[src/hdl/assert_macros.svh]
// assertion macros for the rtl files, used by the periodic minima finder
// expects clk and arst_n in the scope of use
`ifndef ASSERT_MACROS_SVH
`define ASSERT_MACROS_SVH

// same-cycle implication
`define ASSERT_IMPLY(label, pre, post, msg) \
	label: assert property (@(posedge clk) disable iff (!arst_n) (pre) |-> (post)) \
		else $error(msg);

// next-cycle implication
`define ASSERT_NEXT(label, pre, post, msg) \
	label: assert property (@(posedge clk) disable iff (!arst_n) (pre) |=> (post)) \
		else $error(msg);

`endif

[src/hdl/pmsf_pkg.sv]
// types, constants and neighbor tables of the periodic minima finder
// no dependencies
package pmsf_pkg;

	localparam int DIV_W = 64;
	localparam int CNT_W = 7;
	localparam int PARA_STEPS = 50;
	localparam int MOD_STEPS = 32;
	localparam int CFG_DW = 24;

	localparam logic [31:0] MARK_CENTER = 32'd65536000;
	localparam logic [31:0] MARK_NEIGH = 32'd6553600;
	localparam logic [16:0] COUNT_MAX = 17'h1FFFF;

	localparam logic ACT_LOAD = 1'b0;
	localparam logic ACT_SCAN = 1'b1;

	typedef logic [1:0] reg_idx_t;
	localparam reg_idx_t REG_WIDTH = 2'd0;
	localparam reg_idx_t REG_HEIGHT = 2'd1;
	localparam reg_idx_t REG_PITCH_X = 2'd2;
	localparam reg_idx_t REG_PITCH_Y = 2'd3;

	// point select: center, then the eight neighbors in fixed order
	typedef logic [3:0] sel_t;
	localparam sel_t SEL_CENTER = 4'd0;
	localparam sel_t SEL_LAST = 4'd8;
	localparam logic [2:0] PARA_LAST = 3'd4;

	typedef struct packed {
		logic               action;
		logic signed [31:0] sample;
	} in_t;

	typedef struct packed {
		logic        is_minimum;
		logic [31:0] pos_x;
		logic [31:0] pos_y;
		logic        scan_done;
		logic [16:0] minima_found;
	} out_t;

	typedef struct packed {
		logic             start;
		logic [CNT_W-1:0] steps;
	} div_req_t;

	typedef struct packed {
		logic             done;
		logic [DIV_W-1:0] quot;
		logic [DIV_W-1:0] rem;
	} div_rsp_t;

	typedef enum logic [1:0] {
		STEP_STAY = 2'b00,
		STEP_INC  = 2'b01,
		STEP_DEC  = 2'b11
	} step_t;

	function automatic step_t sel_dx(input sel_t sel);
		step_t s;
		case (sel)
			4'd1, 4'd2, 4'd8: s = STEP_INC;
			4'd4, 4'd5, 4'd6: s = STEP_DEC;
			default:          s = STEP_STAY;
		endcase
		return s;
	endfunction

	function automatic step_t sel_dy(input sel_t sel);
		step_t s;
		case (sel)
			4'd2, 4'd3, 4'd4: s = STEP_INC;
			4'd6, 4'd7, 4'd8: s = STEP_DEC;
			default:          s = STEP_STAY;
		endcase
		return s;
	endfunction

	// parabola samples: center, left, right, up, down
	function automatic sel_t para_sel(input logic [2:0] j);
		sel_t s;
		case (j)
			3'd1:    s = 4'd5;
			3'd2:    s = 4'd1;
			3'd3:    s = 4'd7;
			3'd4:    s = 4'd3;
			default: s = SEL_CENTER;
		endcase
		return s;
	endfunction

endpackage

[src/hdl/pmsf_div.sv]
// restoring divider, one quotient bit per cycle, unsigned
// depends on pmsf_pkg; dividend comes left aligned to the step count
module pmsf_div (
	input  logic                           clk,
	input  logic                           arst_n,
	input  pmsf_pkg::div_req_t             req,
	input  logic [pmsf_pkg::DIV_W-1:0]     dividend,
	input  logic [pmsf_pkg::DIV_W-1:0]     divisor,
	output pmsf_pkg::div_rsp_t             rsp
);
	import pmsf_pkg::*;

	logic [DIV_W-1:0] dvd_q, dvs_q, rem_q, quot_q;
	logic [CNT_W-1:0] cnt_q;
	logic             busy_q, done_q;
	logic [DIV_W:0]   trial, diff;
	logic             ge;

	always_comb begin
		trial = {rem_q, dvd_q[DIV_W-1]};
		diff = trial - {1'b0, dvs_q};
		ge = (trial >= {1'b0, dvs_q});
	end

	always_ff @(posedge clk or negedge arst_n) begin
		if (!arst_n) begin
			busy_q <= 1'b0;
			done_q <= 1'b0;
			cnt_q <= '0;
		end else if (req.start) begin
			busy_q <= 1'b1;
			done_q <= 1'b0;
			cnt_q <= req.steps;
		end else if (busy_q) begin
			cnt_q <= cnt_q - 1'b1;
			if (cnt_q == CNT_W'(1)) begin
				busy_q <= 1'b0;
				done_q <= 1'b1;
			end
		end else begin
			done_q <= 1'b0;
		end
	end

	always_ff @(posedge clk) begin
		if (req.start) begin
			dvd_q <= dividend;
			dvs_q <= divisor;
			rem_q <= '0;
			quot_q <= '0;
		end else if (busy_q) begin
			rem_q <= ge ? diff[DIV_W-1:0] : trial[DIV_W-1:0];
			quot_q <= {quot_q[DIV_W-2:0], ge};
			dvd_q <= {dvd_q[DIV_W-2:0], 1'b0};
		end
	end

	assign rsp = '{done: done_q, quot: quot_q, rem: rem_q};

endmodule

[config.mk]
export PLATFORM = sky130hd
export DESIGN_NAME = pmsf_div
export DESIGN_NICKNAME = d
export VERILOG_FILES = /design/src/hdl/assert_macros.svh /design/src/hdl/pmsf_pkg.sv /design/src/hdl/pmsf_div.sv
export SDC_FILE = /design/constraint.sdc
export NUM_CORES = 1
export LEC_CHECK = 0
export BUFFER_PORTS_ARGS = -buffer_cell sky130_fd_sc_hd__buf_2
export CAP_MARGIN = 20
export CORE_ASPECT_RATIO = 2
export CORE_UTILIZATION = 29
export CTS_BUF_LIST = sky130_fd_sc_hd__clkbuf_8
export DETAILED_ROUTE_END_ITERATION = 10
export GPL_TIMING_DRIVEN = 0
export PLACE_DENSITY = 0.47
export SYNTH_ARGS = -nofsm -noshare
export SYNTH_HDL_FRONTEND = slang
export SYNTH_SLANG_ARGS = --single-unit
[constraint.sdc]
create_clock -name clk -period 4.3 [get_ports clk]
set_clock_uncertainty 0.1 [all_clocks]
set_input_delay 0.86 -clock clk [delete_from_list [all_inputs] [get_ports clk]]
set_output_delay 0.86 -clock clk [all_outputs]
set_load 0.02 [all_outputs]
==> flow_summary_export.csv, run 1 <==
group,metric,value,unit
status,status,"finished, violations left",
status,violations,"setup timing",
critical_path,crit_path_max_incr_delay,0.82,ns
detailed_routing,first_pass_iters,5,
critical_path,crit_slowest_cell,"o32ai_1",
final_layout,final_layout_size_suffix_gt1_share,24.13,%
global_routing,grt_pass1_wl,73570,um
clock_tree,htreeDepth,2,
global_routing,grt.total_usage,19.33,%
timing,setup_viol,1,
critical_path,worst-setup-path-type,"reg -> reg",
floorplanning,die_w,159.1,um
yosys,ys_ff_latch,265,
clock_tree,clkTransAtPathRegs,0.07,ns
yosys,synth-edff-count,128,
yosys,ys_async_sr_fraction,3.396,%
power,irDropWorstVdd,0.2670,mV
final_layout,nets,1971,
timing,setup_tns,-0.003888,ns
placed_design,dp.final_hpwl,38660,um
critical_path,cp.arrival,4.73,ns
detailed_routing,drc,0,
yosys,synth.yosys.seq_area_share,46.32,%
detailed_routing,wl_per_cell,20.07,um
global_routing,grt_overflow,0,
critical_path,cp-end-kind,"register",
timing,worstMarginPinSlew,0.9280,ns
placed_design,port_buffers,266,
detailed_routing,wl,49010,um
final_layout,area_growth,22.00,%
floorplanning,ios,267,
yosys,synth.top_cells.by_count,"nor2_1, dfxtp_1, edfxtp_1, nand2_1, mux2i_1",
final_layout,final_util,36.02,%
global_routing,grt_pass1_vias,12890,
yosys,syn_avg_cell_area,9.888,um^2
floorplanning,die_h,316.2,um
power,p_leak,0.008063,uW
detailed_routing,drt_iter0_drc,473,
timing,fin_ws,-0.003888,ns
critical_path,crit_chain,"inv_1, ha_1, nand3_1, o21bai_1, a211o_1, nand4b_1, a31oi_1, o32ai_1, nor2_1, o21ai_0, mux2_2, o211ai_1",
placed_design,routabilityCongestion,0.9002,
job,maxCapViolCount,0,
clock_tree,clock_path_buffers,3,
timing,fin_crit_sh,100.1,%
yosys,synth_cell_type_count,70,
detailed_routing,vias_per_cell,4.931,
clock_tree,cts_root_buf,"clkbuf_8",
yosys,synth_ff_type,"edfxtp_1",
yosys,syn_inst,1448,
detailed_routing,ant_nets,0,
timing,fmaxAchievable,0.2323,GHz
timing,timing.hold.ws,0.3256,ns
yosys,synth_top_area_share,26.85,%
power,p_per_area,601.2,nW/um^2
critical_path,cp_data_required_time,4.72,ns
timing,maxSlewViolCount,0,
yosys,yosys_warnings,0,
clock_tree,cts_setup_buffers,0,
critical_path,cp-start-kind,"register",
clock_tree,cts.sinks,265,
timing,slew_headroom,38.14,%
yosys,synthTopCellsByArea,"edfxtp_1, dfxtp_1, mux2i_1, ha_1, mux2_2",
yosys,synth_fp_nets,1653,
global_routing,antenna_found_initial,7,
global_routing,grt_max_degree,50,
floorplanning,rows,114,
yosys,syn_area,14320,um^2
timing,post-route-min-period,4.304,ns
floorplanning,dieArea,50320,um^2
detailed_routing,vias,12040,
clock_tree,tritoncts,"yes",
floorplanning,coreArea,48500,um^2
placed_design,place_ws,0.1404,ns
timing,final_hold_viol_count,0,
timing,rsz0062_at_grt,"no",
yosys,yosys.area.top_type,"edfxtp_1",
yosys,yosys.cell_count.top_type,"nor2_1",
clock_tree,clock_latency,0.61,ns
clock_tree,cts_buffers,45,
floorplanning,start_util,29.52,%
critical_path,cp_max_fo,5,
worst_hold_path,hold_path_class,"in -> reg",
registers in the layout (all words and copies together) (netlist names):
| name | count |
|---|---|
| busy_q | 1 |
| cnt_q | 7 |
| done_q | 1 |
| dvd_q | 64 |
| dvs_q | 64 |
| quot_q | 64 |
| rem_q | 64 |
worst max-delay path: cells and delay by family (launching register included):
family | cells | cell delay [ns]
and+or+nand+nor | 3 | 0.64
adders and majority gates | 1 | 0.37
DFF | 1 | 0.32
buffers and inverters | 1 | 0.05
AOI/OAI and AO/OA | 6 | 2.35
muxes | 1 | 0.39
per-stage QoR:
stage | total power (uW) | instance area [um^2] | instances
3_5_place_dp | 8132 | 16510 | 2356
5_1_grt | 11170 | 17470 | 2442
3_3_place_gp | 8115 | 16450 | 2352
6_report | 10500 | 17470 | 2442
4_1_cts | 10640 | 17470 | 2441
2_1_floorplan | 6595 | 14320 | 1448
cells in the final DEF (no fill, tap or decap), types with 52 or more instances in the layout:
master    instances
clkbuf_1         59
nor2_1          157
nand2_1         109
o21ai_0          80
clkbuf_8         52
ha_1             66
a21oi_1          84
dfxtp_1         128
inv_1            92
mux2i_1          98
edfxtp_1        128
mux2_2           64
buf_2           279
cell type report:
| cell class | count | area, um^2 |
|---|---|---|
| Tap cell | 638 | 798.3 |
| Inverter | 83 | 311.5 |
| Clock inverter | 32 | 226.5 |
| Timing Repair Buffer | 271 | 1408 |
| Buffer | 90 | 431.7 |
| Sequential cell | 265 | 6631 |
| Multi-Input combinational cell | 1010 | 6943 |
| Antenna cell | 1 | 2.502 |
| Clock buffer | 52 | 715.7 |
| Fill cell | 5156 | 31030 |
metal layers:
layer	global-route usage, %	vias to the layer above	part of all wire, %
met5	0	-	0.13
met3	4.447	152	5.6
met1	17.19	5644	33
li1	-	5838	-
met4	11.41	12	5.9
met2	38.93	396	56
where the power goes:
part	internal [uW]	total, uW	switching, uW
clock	1300	2420	1120
sequential	3040	3380	343
combinational	1770	4700	2920
total	6110	10500	4390
worst paths after layout:
kind / startpoint / to / slack [ns] / cells after the start
max: dvs_q[3] / rem_q[63] / -0.004 / 12
min: divisor[20] / dvs_q[20] / 0.33 / 1
max reg2reg: dvs_q[3] / rem_q[63] / -0.004 / 12
min reg2reg: rem_q[15] / rem_q[15] / 0.40 / 2
max in group asynchronous: arst_n / cnt_q[0] / 3.35 / 2
min in group asynchronous: arst_n / done_q / 0.56 / 2
cells by family after synthesis:
| kind of cell | count (synthesis) | synth area share [%] |
|---|---|---|
| xor+xnor | 62 | 3.793 |
| fa+ha+maj | 67 | 5.908 |
| flops | 265 | 46.32 |
| simple gates | 385 | 12.01 |
| buf+inv | 173 | 5.191 |
| mux | 162 | 11.88 |
| compound gates | 334 | 14.90 |
what timing repair did:
action,CTS,global route
hold buffers,1,0
endpoints found under the hold margin,9,0
setup endpoints to repair,0,0
resized for setup,0,0
(Power assumes the default switching activity.)
==> run 2: changes to the inputs <==
ABC_AREA = 1   (was default)
==> flow_summary_export.csv, run 2 <==
group,metric,value,unit
global_routing,grt_pass1_vias,16050,
yosys,yosys.cell_count.top_type,"nand2_1",
global_routing,grt_max_degree,69,
placed_design,placed_cells,3397,
timing,worstMarginPinSlew,1.098,ns
critical_path,critPathMostFrequentCell,"nand2_2",
yosys,syn_inst,2384,
worst_hold_path,hold_path_class,"in -> reg",
critical_path,crit_chain,"inv_1, ha_1, nand2_2, inv_1, nand2_1, nand2_1, inv_2, nand3_4, nand2_1, nand2_2, nand2_2, nand2_2, nand2_2, clkbuf_1, nand3_1, nand3_1, o21ai_1",
critical_path,worst-setup-path-type,"reg -> reg",
yosys,synth.top_cells.by_count,"nand2_1, inv_1, nand3_1, dfxtp_1, edfxtp_1",
critical_path,cp_max_fo,10,
timing,post-route-min-period,3.429,ns
floorplanning,dieArea,57150,um^2
timing,timing.hold.ws,0.2881,ns
detailed_routing,drc,0,
final_layout,area_growth,19.71,%
timing,maxSlewViolCount,0,
yosys,synth_cell_type_count,41,
critical_path,path_buf_inv,4,
final_layout,final_layout_size_suffix_gt1_share,14.62,%
floorplanning,rows,122,
power,irDropWorstVdd,0.2226,mV
yosys,yosys_warnings,0,
yosys,synth-edff-count,128,
timing,final_hold_viol_count,0,
global_routing,antenna_found_initial,6,
critical_path,crit_slowest_cell,"clkbuf_1",
clock_tree,cts_buffers,42,
yosys,synthTopCellsByArea,"edfxtp_1, nand2_1, dfxtp_1, inv_1, ha_1",
floorplanning,ios,267,
final_layout,final_util,35.18,%
critical_path,worstReg2RegEnd,"rem_q[18]",
yosys,yosys.area.top_type,"edfxtp_1",
clock_tree,clkTransAtPathRegs,0.07,ns
detailed_routing,first_pass_iters,5,
yosys,syn_avg_cell_area,6.830,um^2
floorplanning,die_w,169.5,um
yosys,synth_top_area_share,23.61,%
clock_tree,clock_latency,0.64,ns
critical_path,cp.arrival,3.84,ns
clock_tree,cts.sinks,265,
critical_path,reg2regPathDepth,17,
final_layout,fillers,6205,
floorplanning,die_h,337.1,um
timing,slew_headroom,26.09,%
detailed_routing,drt_iter0_drc,666,
job,maxCapViolCount,0,
worst_hold_path,whs_path_depth,1,
clock_tree,tritoncts,"yes",
critical_path,crit_path_max_incr_delay,0.67,ns
timing,setup_viol,0,
timing,fmaxAchievable,0.2916,GHz
status,status,"complete, no violations",
detailed_routing,wl,64970,um
yosys,synth.yosys.seq_area_share,40.73,%
power,p_leak,0.01041,uW
final_layout,final_common_cell,"nand2_1",
yosys,syn_area,16280,um^2
critical_path,crit_family,"simple AND/OR/NAND/NOR gates",
final_layout,finalNonFillerCells,3477,
global_routing,grt.total_usage,22.79,%
clock_tree,cts_setup_buffers,0,
critical_path,rrSetupSlack,0.87,ns
critical_path,cp_data_required_time,4.71,ns
final_layout,nets,2903,
floorplanning,start_util,29.38,%
critical_path,cp-end-kind,"register",
placed_design,routabilityCongestion,0.9438,
clock_tree,cts_root_buf,"clkbuf_8",
clock_tree,cts-resized-gates,0,
placed_design,place_ws,0.1978,ns
timing,fin_crit_sh,79.75,%
placed_design,dp.final_hpwl,54750,um
global_routing,grt_overflow,0,
timing,fin_ws,0.8707,ns
yosys,synth_ff_type,"edfxtp_1",
yosys,ys_async_sr_fraction,3.396,%
worst_hold_path,hp-start,"divisor[5]",
timing,rsz0062_at_grt,"no",
detailed_routing,ant_nets,0,
power,p_per_area,299.7,nW/um^2
detailed_routing,vias_per_cell,4.473,
floorplanning,coreArea,55410,um^2
placed_design,port_buffers,266,
clock_tree,clock_path_buffers,3,
yosys,synth_fp_nets,2589,
critical_path,r2r-start,"dvs_q[7]",
clock_tree,htreeDepth,2,
detailed_routing,vias,15550,
critical_path,cp-start-kind,"register",
final_layout,mostFrequentLayoutCells,"nand2_1, inv_1, buf_2",
worst_hold_path,holdPathEnd,"dvs_q[5]",
yosys,ys_ff_latch,265,
global_routing,grt_pass1_wl,94790,um
detailed_routing,wl_per_cell,18.69,um
==> run 2: logic make-up after synthesis <==
group	share of synthesized area (%)
DFF	40.73
adders and majority gates	5.195
buffers and inverters	13.44
AOI/OAI and AO/OA	6.255
xor gates and xnor gates	1.829
and+or+nand+nor	32.55
==> run 2: repair_timing <==
item,CTS,global route
hold endpoints to repair,9,0
hold buffers,1,0
endpoints found under the setup margin,0,0
==> run 2: power by group <==
part	leakage [uW]	total, uW	internal, uW	switching (uW)
logic	0.00745	714	240	475
clock network	0.000489	2290	1170	1120
registers	0.00247	2840	2790	49.7
total	0.0104	5840	4200	1640
==> run 2: worst register-to-register path, delay by kind of cell, from the launching register on <==
kind                     cells  cell delay [ns]
AO/OA/AOI/OAI                1             0.07
adder cells (fa/ha/maj)      1             0.33
buffers and inverters        4             0.88
flip-flops                   1             0.33
AND/OR/NAND/NOR             11             1.58
==> run 2: worst max path at each step <==
stage,startpoint,endpoint,slack [ns],cells past startpoint
4_1_cts,dvs_q[7],rem_q[18],0.85,17
6_report,dvs_q[7],rem_q[18],0.87,17
3_5_place_dp,req[7],dvd_q[28],0.20,7
2_1_floorplan,req[7],dvd_q[0],0.18,5
5_1_grt,req[7],dvd_q[25],0.71,7
3_3_place_gp,req[7],dvd_q[27],-3.14,6
==> run 2: final cells by class <==
class                           count  area (um^2)  share of cell area (%)
Sequential cell                   265         6631                   34.02
Antenna cell                        3        7.507                 0.03852
Timing Repair Buffer              270         1403                   7.196
Multi-Input combinational cell   1559         7462                   38.28
Buffer                             63        326.6                   1.675
Inverter                          497         1866                   9.571
Clock inverter                     24        148.9                  0.7639
Tap cell                          744        930.9                   4.776
Clock buffer                       52        715.7                   3.672
==> run 2: stage by stage <==
stage / total power [uW] / cell area (um^2) / setup TNS [ns]
after floorplan: 3320 / 16280 / 0
after global placement: 3612 / 18540 / -272.89
after detailed placement: 3619 / 18610 / 0
after CTS: 5949 / 19480 / 0
after global routing: 6113 / 19490 / 0
final: 5842 / 19490 / 0
==> run 2: layer usage <==
metal / track usage [%] / up-vias / wire length (um)
met5: 0 / - / 16
met4: 15.45 / 4 / 4631
met3: 3.746 / 144 / 2724
met2: 46.12 / 389 / 35960
met1: 19.93 / 7026 / 21640
li1: - / 7989 / -
